--- src/sv/tia_pkg.sv ---
// shared types and constants for the triangle inequality average block
package tia_pkg;

  localparam int MaxOrbit    = 1024;
  localparam int MaxAverages = 64;
  localparam int FracBits    = 24;

  typedef struct packed {
    logic [31:0] radius;
    logic [31:0] lower_bound;
    logic [31:0] upper_bound;
    logic        last_element;
  } in_item_t;

  typedef struct packed {
    logic [24:0] average;
    logic [5:0]  average_index;
    logic [1:0]  status;
    logic        last_result;
  } out_item_t;

  localparam logic [1:0] StatusOk       = 2'd0;
  localparam logic [1:0] StatusShort    = 2'd1;
  localparam logic [1:0] StatusBadDivis = 2'd2;

  typedef enum logic [3:0] {
    ST_IDLE,
    ST_RDIV,
    ST_STORE,
    ST_CHECK,
    ST_SUM_RD,
    ST_SUM_ACC,
    ST_SUB_RD,
    ST_SUB_ACC,
    ST_ADIV,
    ST_EMIT,
    ST_SHORT
  } state_t;

  // commands from controller to datapath
  typedef struct packed {
    logic load_item;
    logic start_rdiv;
    logic store_ratio;
    logic clear_counts;
    logic sum_clear;
    logic sum_rd;
    logic sum_acc;
    logic sub_rd;
    logic sub_acc;
    logic start_adiv;
    logic load_out;
    logic load_short;
    logic next_avg;
  } cmd_t;

  // status from datapath to controller
  typedef struct packed {
    logic div_done;
    logic last;
    logic is_short;
    logic sum_end;
    logic div_bad;
    logic avg_end;
  } sts_t;

endpackage

--- src/sv/tia_ctrl.sv ---
// controller state machine
module tia_ctrl
  import tia_pkg::*;
(
  input  logic clk,
  input  logic rst,
  input  logic in_fire,
  input  logic out_busy,
  input  sts_t sts,
  output cmd_t cmd,
  output logic in_ready,
  output logic out_load
);
  state_t state, state_next;

  always_ff @(posedge clk) begin
    if (rst) state <= ST_IDLE;
    else state <= state_next;
  end

  always_comb begin
    state_next = state;
    unique case (state)
      ST_IDLE:    if (in_fire) state_next = ST_RDIV;
      ST_RDIV:    if (sts.div_done) state_next = ST_STORE;
      ST_STORE:   state_next = sts.last ? ST_CHECK : ST_IDLE;
      ST_CHECK:   state_next = sts.is_short ? ST_SHORT : ST_SUM_RD;
      ST_SUM_RD:  state_next = sts.sum_end ? ST_ADIV : ST_SUM_ACC;
      ST_SUM_ACC: state_next = ST_SUM_RD;
      ST_ADIV:    if (sts.div_done) state_next = ST_EMIT;
      ST_EMIT:    if (!out_busy) state_next = sts.avg_end ? ST_IDLE : ST_SUB_RD;
      ST_SUB_RD:  state_next = ST_SUB_ACC;
      // the read pointer already sits at the end, so this starts the next division
      ST_SUB_ACC: state_next = ST_SUM_RD;
      ST_SHORT:   if (!out_busy) state_next = ST_IDLE;
      default:    state_next = ST_IDLE;
    endcase
  end

  always_comb begin
    cmd      = '0;
    in_ready = 1'b0;
    out_load = 1'b0;
    unique case (state)
      ST_IDLE: begin
        in_ready       = 1'b1;
        cmd.load_item  = in_fire;
        cmd.start_rdiv = in_fire;
      end
      ST_STORE: cmd.store_ratio = 1'b1;
      ST_CHECK: cmd.sum_clear = 1'b1;
      ST_SUM_RD: begin
        cmd.sum_rd     = !sts.sum_end;
        cmd.start_adiv = sts.sum_end;
      end
      ST_SUM_ACC: cmd.sum_acc = 1'b1;
      ST_EMIT: if (!out_busy) begin
        cmd.load_out = 1'b1;
        out_load     = 1'b1;
        cmd.next_avg = !sts.avg_end;
        cmd.clear_counts = sts.avg_end;
      end
      ST_SUB_RD: cmd.sub_rd = 1'b1;
      ST_SUB_ACC: begin
        cmd.sub_acc    = 1'b1;
      end
      ST_ADIV: cmd.start_adiv = 1'b0;
      ST_SHORT: if (!out_busy) begin
        cmd.load_short   = 1'b1;
        out_load         = 1'b1;
        cmd.clear_counts = 1'b1;
      end
      default: ;
    endcase
  end
endmodule

--- config.mk ---
export PLATFORM = sky130hd
export DESIGN_NAME = tia_ctrl
export DESIGN_NICKNAME = d
export VERILOG_FILES = /design/src/sv/tia_pkg.sv /design/src/sv/tia_ctrl.sv
export SDC_FILE = /design/constraint.sdc
export NUM_CORES = 1
export LEC_CHECK = 0
export BUFFER_PORTS_ARGS = -buffer_cell sky130_fd_sc_hd__buf_2
export CORE_AREA = 2 2 39 41
export DETAILED_ROUTE_END_ITERATION = 12
export DIE_AREA = 0 0 41 43
export PLACE_DENSITY_LB_ADDON = 0.2
export SLEW_MARGIN = 10
export SYNTH_ARGS = -nofsm -noshare
export SYNTH_HDL_FRONTEND = slang
export SYNTH_SLANG_ARGS = --single-unit
--- constraint.sdc ---
create_clock -name clk -period 4.37 [get_ports clk]
set_input_delay 1.311 -clock clk [delete_from_list [all_inputs] [get_ports clk]]
set_output_delay 1.311 -clock clk [all_outputs]
set_load 0.05 [all_outputs]
==> flow_summary.json, run 1 <==
{
  "report.final.hold_viol_count": 0,
  "full_die_area_um2": 1763,
  "grt.total_usage": 0.1647,
  "place.detailed.hpwl_um": 932.5,
  "endpoint_kind": "primary output",
  "synthesis.instances": 72,
  "yosys.cell_types.count": 34,
  "ant_nets": 0,
  "p_per_area_nw_per_um2": 624.5,
  "i_o_pin_total": 25,
  "rsz_0062_raised_after_global_routing": "no",
  "largest_register": "state",
  "fin_nets": 104,
  "clock_insertion_delay_worst_skew_ns": 0.23,
  "timing_worst_setup_path_type": "in2out",
  "count_of_hold_fix_buffers_inserted_at_cts": 0,
  "setup_total_negative_slack_ns": 0,
  "cts.path.max_buffers": 2,
  "floorplan.die.height_um": 43,
  "tritoncts.num_buffers": 3,
  "path_clk_slew_ns": 0.04,
  "synth_top_cell_area_share": 0.1616,
  "biggestRegsByFlops": "state x4",
  "clock-root-buffer": "clkbuf_4",
  "critical_path.max_fanout": 5,
  "critPathArrivalTime_ns": 2.16,
  "largest_register_ffs": 4,
  "core-area_um2": 1384,
  "via_count_of_the_first_global_routing_pass": 504,
  "cts_tree": "done",
  "postRouteWirelength_um": 1251,
  "fmax_mhz": 288.2,
  "sinks_on_clock_net": 4,
  "critical_path.startpoint_type": "input pin",
  "syn2layout_area_growth_pct": 20.96,
  "synth_top_area_cell": "dfxtp_1",
  "synth_seq_cells": 4,
  "die_x_um": 41,
  "initialDrtViolationCount": 11,
  "gp_routability_congestion": 0.9038,
  "synth-seq-area-share": 0.1616,
  "avgViaCountPerCell": 5.278,
  "synth_fp_nets": 82,
  "syn_area_um2": 495.5,
  "worst-slew-pin-transition_ns": 0.6431,
  "antenna_found_initial": 0,
  "ctsHtreeMaxLevel": 1,
  "cts_resized": 0,
  "finalCritPeriodShare": 0.7941,
  "grt.overflow.total": 0,
  "final-max-slew-violation-count": 0,
  "layout-drive-gt1-share": 0.3370,
  "min_from": "state[2]",
  "cell_depth_of_the_worst_flop_to_flop_path": 4,
  "crit_path_launch": "out_busy",
  "starting_density": 0.3580,
  "post-route-min-period_ns": 3.470,
  "vias": 570,
  "max_cap_viols": 0,
  "crit_required_ns": 3.06,
  "cts_setup_buffers": 0,
  "grt_first_pass_wirelength_um": 2014,
  "fillers": 168,
  "post_synth_main_area_contributors": "dfxtp_1, a21oi_1, buf_6, nor2_1, o21ai_0",
  "drt_first_pass_iters": 3,
  "outcome": "finished clean",
  "worst_ir_drop_vdd_mv": 0.3023,
  "ys.warnings.count": 0,
  "hold_path_class": "reg2reg",
  "synthArstFlopShare": 0,
  "number_of_failing_setup_endpoints_in_the_final_timing_report": 0,
  "num_antenna_cells": 0,
  "max-slew-margin-rel": 0.5707,
  "clock-skew-final_ns": 0.002052,
  "io_buffers": 23,
  "syn_avg_cell_area_um2": 6.882,
  "synth_top_flop_cell": "dfxtp_1",
  "static-leakage-power_nw": 0.2647,
  "floorplan.rows": 14,
  "wire_per_inst_um": 11.58,
  "worst_r2r_startpoint": "state[3]",
  "residual_drc_count": 0,
  "number_of_enable_type_register_cells_in_the_synthesized_netlist": 0,
  "finalPower_w": 0.0003743,
  "depth_of_the_worst_hold_timing_path": 3,
  "grt_max_degree": 21
}
-- worst paths after layout --
check	slack [ns]	end
min	0.79	state[2]
min reg2reg	0.79	state[2]
max reg2reg	2.78	state[1]
max	0.90	cmd[0]
-- worst max-delay path, cell delays in order --
cell and delay [ns]:
buf_2 0.13, or2_1 0.28, nor3_1 0.15, buf_2 0.29
-- routing by layer --
metal	part of all wire	global-route usage
met5	0	0
met4	0.014	0.1067
met3	0.042	0.03141
met2	0.47	0.2375
met1	0.47	0.2122
-- cell usage in the layout (no fill, tap or decap), types with 2 or more instances in the layout --
cell       n
buf_2     23
o21ai_0    5
inv_1      3
clkbuf_4   3
o21ai_1    2
dfxtp_1    4
o211ai_1   3
nor2_1     8
a21oi_1    7
or2_1      2
nor4_1     2
nor2b_1    3
nand2b_1   2
nand2_1    2
and3_1     2
nor3_1     4
-- logic make-up after synthesis --
kind of cell,after synthesis,share of synthesized area
AOI/OAI and AO/OA,22,0.2702
buffers and inverters,10,0.1389
DFF,4,0.1616
and+or+nand+nor,36,0.4293
-- synthesized netlist by cell type, types with 2 or more instances --
master    count
nor3_1        4
and3_1        2
or2_1         2
nand2_1       2
a21oi_1       7
o211ai_1      3
nor4_1        2
o21ai_1       2
o21ai_0       5
dfxtp_1       4
nor2_1        8
nand2b_1      2
buf_4         2
buf_6         3
nor2b_1       3
inv_1         3
-- area by class of cell --
type,count,area (µm²),area share
well taps,16,20.02,0.03340
multi-input cells,58,346.6,0.5783
clock buffers,3,22.52,0.03758
inverters,4,15.01,0.02505
repair buffers,23,115.1,0.1921
flip-flops and latches,4,80.08,0.1336
-- per-stage QoR --
step / cell area [µm²] / instances / hold WS [ns] / setup WS (ns) / util
floorplan: 495.5 / 72 / 0.6177 / 0.2156 / -
global placement: 576.8 / 105 / 0.7770 / 0.9294 / 0.4168
detailed placement: 576.8 / 105 / 0.7849 / 0.9032 / 0.4168
CTS: 599.3 / 108 / 0.7876 / 0.8959 / 0.4331
global route: 599.3 / 108 / 0.8718 / 0.8019 / 0.4331
finish: 599.3 / 108 / 0.7904 / 0.8998 / 0.4331
-- report_power, final --
group | total, W | switching, W | internal, W
Sequential | 0.0000992 | 0.0000509 | 0.0000484
Combinational | 0.000230 | 0.000153 | 0.0000768
Clock | 0.0000449 | 0.0000143 | 0.0000307
(Power assumes the default switching activity.)
==> run 2, diff against run 1 <==
Clock period 4.37 ns to 2.9 ns, I/O delays scaled along.
==> run 2 against run 1 <==
First-iteration DRC count down 18%. Highest routed layer is now met3. Worst setup slack worse by 0.56 ns. Routed wire length up 5.7%. Largest cell class unchanged. Worst hold slack better by 0.011 ns. Global-route usage up 0.90 points. Sequential power up 50%.
==> flow_summary.json, run 2 (same netlist as run 1, synthesis figures left out) <==
{
  "critical_path.max_fanout": 5,
  "rsz_0062_raised_after_global_routing": "no",
  "final-max-slew-violation-count": 0,
  "floorplan.die.height_um": 43,
  "residual_drc_count": 0,
  "max_cap_viols": 0,
  "p_per_area_nw_per_um2": 949.3,
  "i_o_pin_total": 25,
  "hold_path_class": "reg2reg",
  "post-route-min-period_ns": 2.562,
  "biggestRegsByFlops": "state x4",
  "worst_r2r_endpoint": "state[1]",
  "outcome": "finished clean",
  "avgViaCountPerCell": 5.211,
  "cell_depth_of_the_worst_flop_to_flop_path": 5,
  "path_clk_slew_ns": 0.04,
  "place.detailed.hpwl_um": 976.5,
  "critical_path.startpoint_type": "input pin",
  "report.final.hold_viol_count": 0,
  "wire_per_inst_um": 12.13,
  "worst-slew-pin-transition_ns": 0.6344,
  "critPathArrivalTime_ns": 1.69,
  "cts.path.max_buffers": 2,
  "drt_first_pass_iters": 3,
  "grt_first_pass_wirelength_um": 2097,
  "largest_register_ffs": 4,
  "initialDrtViolationCount": 9,
  "vias": 568,
  "layout_common_cells": "buf_2, nor2_1, a21oi_1, o21ai_0, dfxtp_1",
  "wl_met3_um": 38,
  "io_buffers": 23,
  "num_antenna_cells": 0,
  "cts_setup_buffers": 0,
  "floorplan.rows": 14,
  "crit_required_ns": 2.03,
  "grt_max_degree": 17,
  "layout_setup_ws_ns": 0.3377,
  "dr_wl_met2_um": 650,
  "die_x_um": 41,
  "clock_insertion_delay_worst_skew_ns": 0.23,
  "full_die_area_um2": 1763,
  "endpoint_kind": "primary output",
  "starting_density": 0.3580,
  "grt.total_usage": 0.1737,
  "layout-drive-gt1-share": 0.3763,
  "ctsHtreeMaxLevel": 1,
  "tritoncts.num_buffers": 3,
  "sinks_on_clock_net": 4,
  "static-leakage-power_nw": 0.2754,
  "crit_path_launch": "out_busy",
  "grt.overflow.total": 0,
  "crit_end": "cmd[9]",
  "cts_tree": "done",
  "topRoutingLayerUsed": "met3",
  "cts_resized": 0,
  "max-slew-margin-rel": 0.5765,
  "largest_register": "state",
  "via_count_of_the_first_global_routing_pass": 497,
  "setup.reg_to_reg.worst_slack_ns": 1.26,
  "number_of_failing_setup_endpoints_in_the_final_timing_report": 0,
  "syn2layout_area_growth_pct": 26.77,
  "wl_met1_um": 633,
  "postRouteWirelength_um": 1322,
  "core-area_um2": 1384,
  "ant_nets": 0,
  "clock-skew-final_ns": 0.002484,
  "finalCritPeriodShare": 0.8835,
  "antenna_found_initial": 0,
  "dpl_worst_slack_ns": 0.3420,
  "timing_worst_setup_path_type": "in2out",
  "worst_ir_drop_vdd_mv": 0.4776,
  "gp_routability_congestion": 0.8540,
  "count_of_hold_fix_buffers_inserted_at_cts": 0,
  "fin_nets": 105,
  "layout_commonest_cell": "buf_2",
  "clock-root-buffer": "clkbuf_4",
  "worst_r2r_startpoint": "state[3]",
  "fmax_mhz": 390.3,
  "finalPower_w": 0.0005962
}
-- run 2: changes by cell type in the layout (fill, tap and decap cells not counted), sizes merged --
| cell | delta |
|---|---|
| buf | +1 |
-- run 2: report_power, final --
part / switching, W / internal [W] / total, W
Clock: 0.0000215 / 0.0000462 / 0.0000677
Sequential: 0.0000758 / 0.0000729 / 0.000149
Combinational: 0.000245 / 0.000134 / 0.000380
Total: 0.000343 / 0.000253 / 0.000596
-- run 2: stage by stage --
| step | area [µm²] | std cells | hold slack, ns | setup TNS, ns | utilization |
|---|---|---|---|---|---|
| floorplan | 516.7 | 72 | 0.6177 | -0.3724 | - |
| global placement | 605.6 | 106 | 0.7960 | 0 | 0.4376 |
| detailed placement | 605.6 | 106 | 0.7968 | 0 | 0.4376 |
| CTS | 628.1 | 109 | 0.8018 | 0 | 0.4539 |
| global route | 628.1 | 109 | 0.8422 | 0 | 0.4539 |
| finish | 628.1 | 109 | 0.8017 | 0 | 0.4539 |
-- run 2: cell type report --
cell class / instances / area (µm²)
sequential: 4 / 80.08
clock buffer: 3 / 22.52
multi-input combinational: 58 / 367.9
inverter: 4 / 15.01
fill: 148 / 755.7
tap: 16 / 20.02
timing repair buffer: 24 / 122.6
-- run 2: how the worst min path moves through the flow --
stage	endpoint	start	cells after the start	slack [ns]
after global placement	state[2]	state[2]	3	0.80
after CTS	state[2]	state[2]	3	0.80
final	state[2]	state[2]	3	0.80
after detailed placement	state[2]	state[2]	3	0.80
after global routing	state[2]	state[2]	3	0.84
after floorplan	state[2]	state[2]	3	0.62
-- run 2: routing by layer --
metal	vias to the layer above	GRT usage
met2	9	0.2469
met1	253	0.2347
met5	-	0
met4	0	0.09333
met3	0	0.03665
li1	306	-
-- run 2: worst max-delay path, cell delays in order --
cell and delay [ns]:
buf_2 0.13, or2_1 0.29, a21oi_1 0.13, buf_2 0.27
==> run 3, diff against run 2 <==
Clock period 2.9 ns to 3 ns, I/O delays scaled along.
==> run 3 against run 2 <==
Flip-flop and latch count is the same. Utilization grew 0.36 points. Clock-buffer cell count did not move. First-iteration DRC count fell by 22%. Critical endpoint is now out_load. Highest routed layer is now met4.
==> flow_summary.json, run 3 (same netlist as run 1, synthesis figures left out) <==
{
  "outcome": "finished clean",
  "multiInputGateArea_um2": 372.9,
  "vias": 588,
  "num_antenna_cells": 0,
  "residual_drc_count": 0,
  "fmax_mhz": 382.8,
  "largest_register_ffs": 4,
  "floorplan.die.height_um": 43,
  "cts_tree": "done",
  "wire_per_inst_um": 12.40,
  "critical_path.max_fanout": 5,
  "sequential_cell_area_um2": 80.08,
  "fillers": 150,
  "starting_density": 0.3580,
  "ctsHtreeMaxLevel": 1,
  "clock_insertion_delay_worst_skew_ns": 0.23,
  "finish.cell_count_without_fillers": 109,
  "grt.met1_usage": 0.2419,
  "dpl_worst_slack_ns": 0.3874,
  "initialDrtViolationCount": 7,
  "clock-skew-final_ns": 0.001058,
  "sinks_on_clock_net": 4,
  "tritoncts.num_buffers": 3,
  "worst-slew-pin-transition_ns": 0.6476,
  "post_dp_cell_area_um2": 610.6,
  "die_x_um": 41,
  "grt_first_pass_wirelength_um": 2221,
  "cts_resized": 0,
  "layout-drive-gt1-share": 0.3763,
  "biggestRegsByFlops": "state x4",
  "global_route.usage.met3": 0.01571,
  "clock-root-buffer": "clkbuf_4",
  "avgViaCountPerCell": 5.394,
  "final_cell_area_um2": 633.1,
  "finalPower_w": 0.0005763,
  "syn2layout_area_growth_pct": 27.78,
  "critical_path.startpoint_type": "input pin",
  "timing_worst_setup_path_type": "in2out",
  "layout_commonest_cell": "buf_2",
  "global_route.usage.met2": 0.2688,
  "p_per_area_nw_per_um2": 910.3,
  "gp_routability_congestion": 0.8488,
  "core-area_um2": 1384,
  "cts.path.max_buffers": 2,
  "endpoint_kind": "primary output",
  "grt_max_degree": 17,
  "hold_path_class": "reg2reg",
  "place.detailed.hpwl_um": 1009,
  "final-max-slew-violation-count": 0,
  "layout_common_cells": "buf_2, nor2_1, a21oi_1, o21ai_0, dfxtp_1",
  "fin_nets": 105,
  "grt.overflow.total": 0,
  "post-route-min-period_ns": 2.612,
  "largest_register": "state",
  "count_of_hold_fix_buffers_inserted_at_cts": 0,
  "grt.total_usage": 0.1769,
  "max_cap_viols": 0,
  "layout_setup_ws_ns": 0.3879,
  "ant_nets": 0,
  "antenna_found_initial": 0,
  "setup_total_negative_slack_ns": 0,
  "critPathArrivalTime_ns": 1.71,
  "io_buffers": 23,
  "report.final.hold_viol_count": 0,
  "via_count_of_the_first_global_routing_pass": 525,
  "finalCritPeriodShare": 0.8707,
  "full_die_area_um2": 1763,
  "dp_cells": 106,
  "worst_ir_drop_vdd_mv": 0.4124,
  "rsz_0062_raised_after_global_routing": "no",
  "globalRoute.busiestLayer": "met2",
  "drt_first_pass_iters": 4,
  "crit_required_ns": 2.10,
  "path_clk_slew_ns": 0.03,
  "i_o_pin_total": 25,
  "max-slew-margin-rel": 0.5677,
  "floorplan.rows": 14,
  "cts_setup_buffers": 0,
  "number_of_failing_setup_endpoints_in_the_final_timing_report": 0,
  "postRouteWirelength_um": 1352,
  "static-leakage-power_nw": 0.2751
}
-- run 3: cell counts in the layout (fill, tap and decap cells not counted) --
Identical to the previous run, type by type.
-- run 3: routing by layer --
metal / share of wire / vias up
met5: 0 / -
met4: 0.011 / 0
met3: 0.027 / 2
met2: 0.48 / 13
met1: 0.48 / 267
li1: - / 306
-- run 3: worst paths after layout --
check / start / to / slack [ns] / depth (start not counted)
max: out_busy / out_load / 0.39 / 4
min: state[3] / state[2] / 0.82 / 2
max reg2reg: state[3] / state[1] / 1.30 / 5
min reg2reg: state[3] / state[2] / 0.82 / 2
-- run 3: area by class of cell --
cell class	instances	share of cell area
Clock buffer	3	0.03557
Inverter	4	0.02372
Multi-Input combinational cell	58	0.5889
Sequential cell	4	0.1265
Tap cell	16	0.03162
Timing Repair Buffer	24	0.1937
-- run 3: worst max-delay path, cell delays in order --
cell and delay [ns]:
buf_2 0.13, or2_1 0.29, a21oi_1 0.12, buf_2 0.27
-- run 3: where the power goes --
part / internal, W / switching (W) / leakage [nW]
Clock: 0.0000445 / 0.0000185 / 0.0138
Combinational: 0.000129 / 0.000241 / 0.229
Sequential: 0.0000705 / 0.0000729 / 0.0328
Total: 0.000244 / 0.000333 / 0.275
-- run 3: per-stage QoR --
| stage | utilization | hold slack, ns |
|---|---|---|
| 3_5_place_dp | 0.4412 | 0.8160 |
| 2_1_floorplan | - | 0.6177 |
| 3_3_place_gp | 0.4412 | 0.7996 |
| 6_report | 0.4575 | 0.8249 |
| 4_1_cts | 0.4575 | 0.8184 |
| 5_1_grt | 0.4575 | 0.8911 |
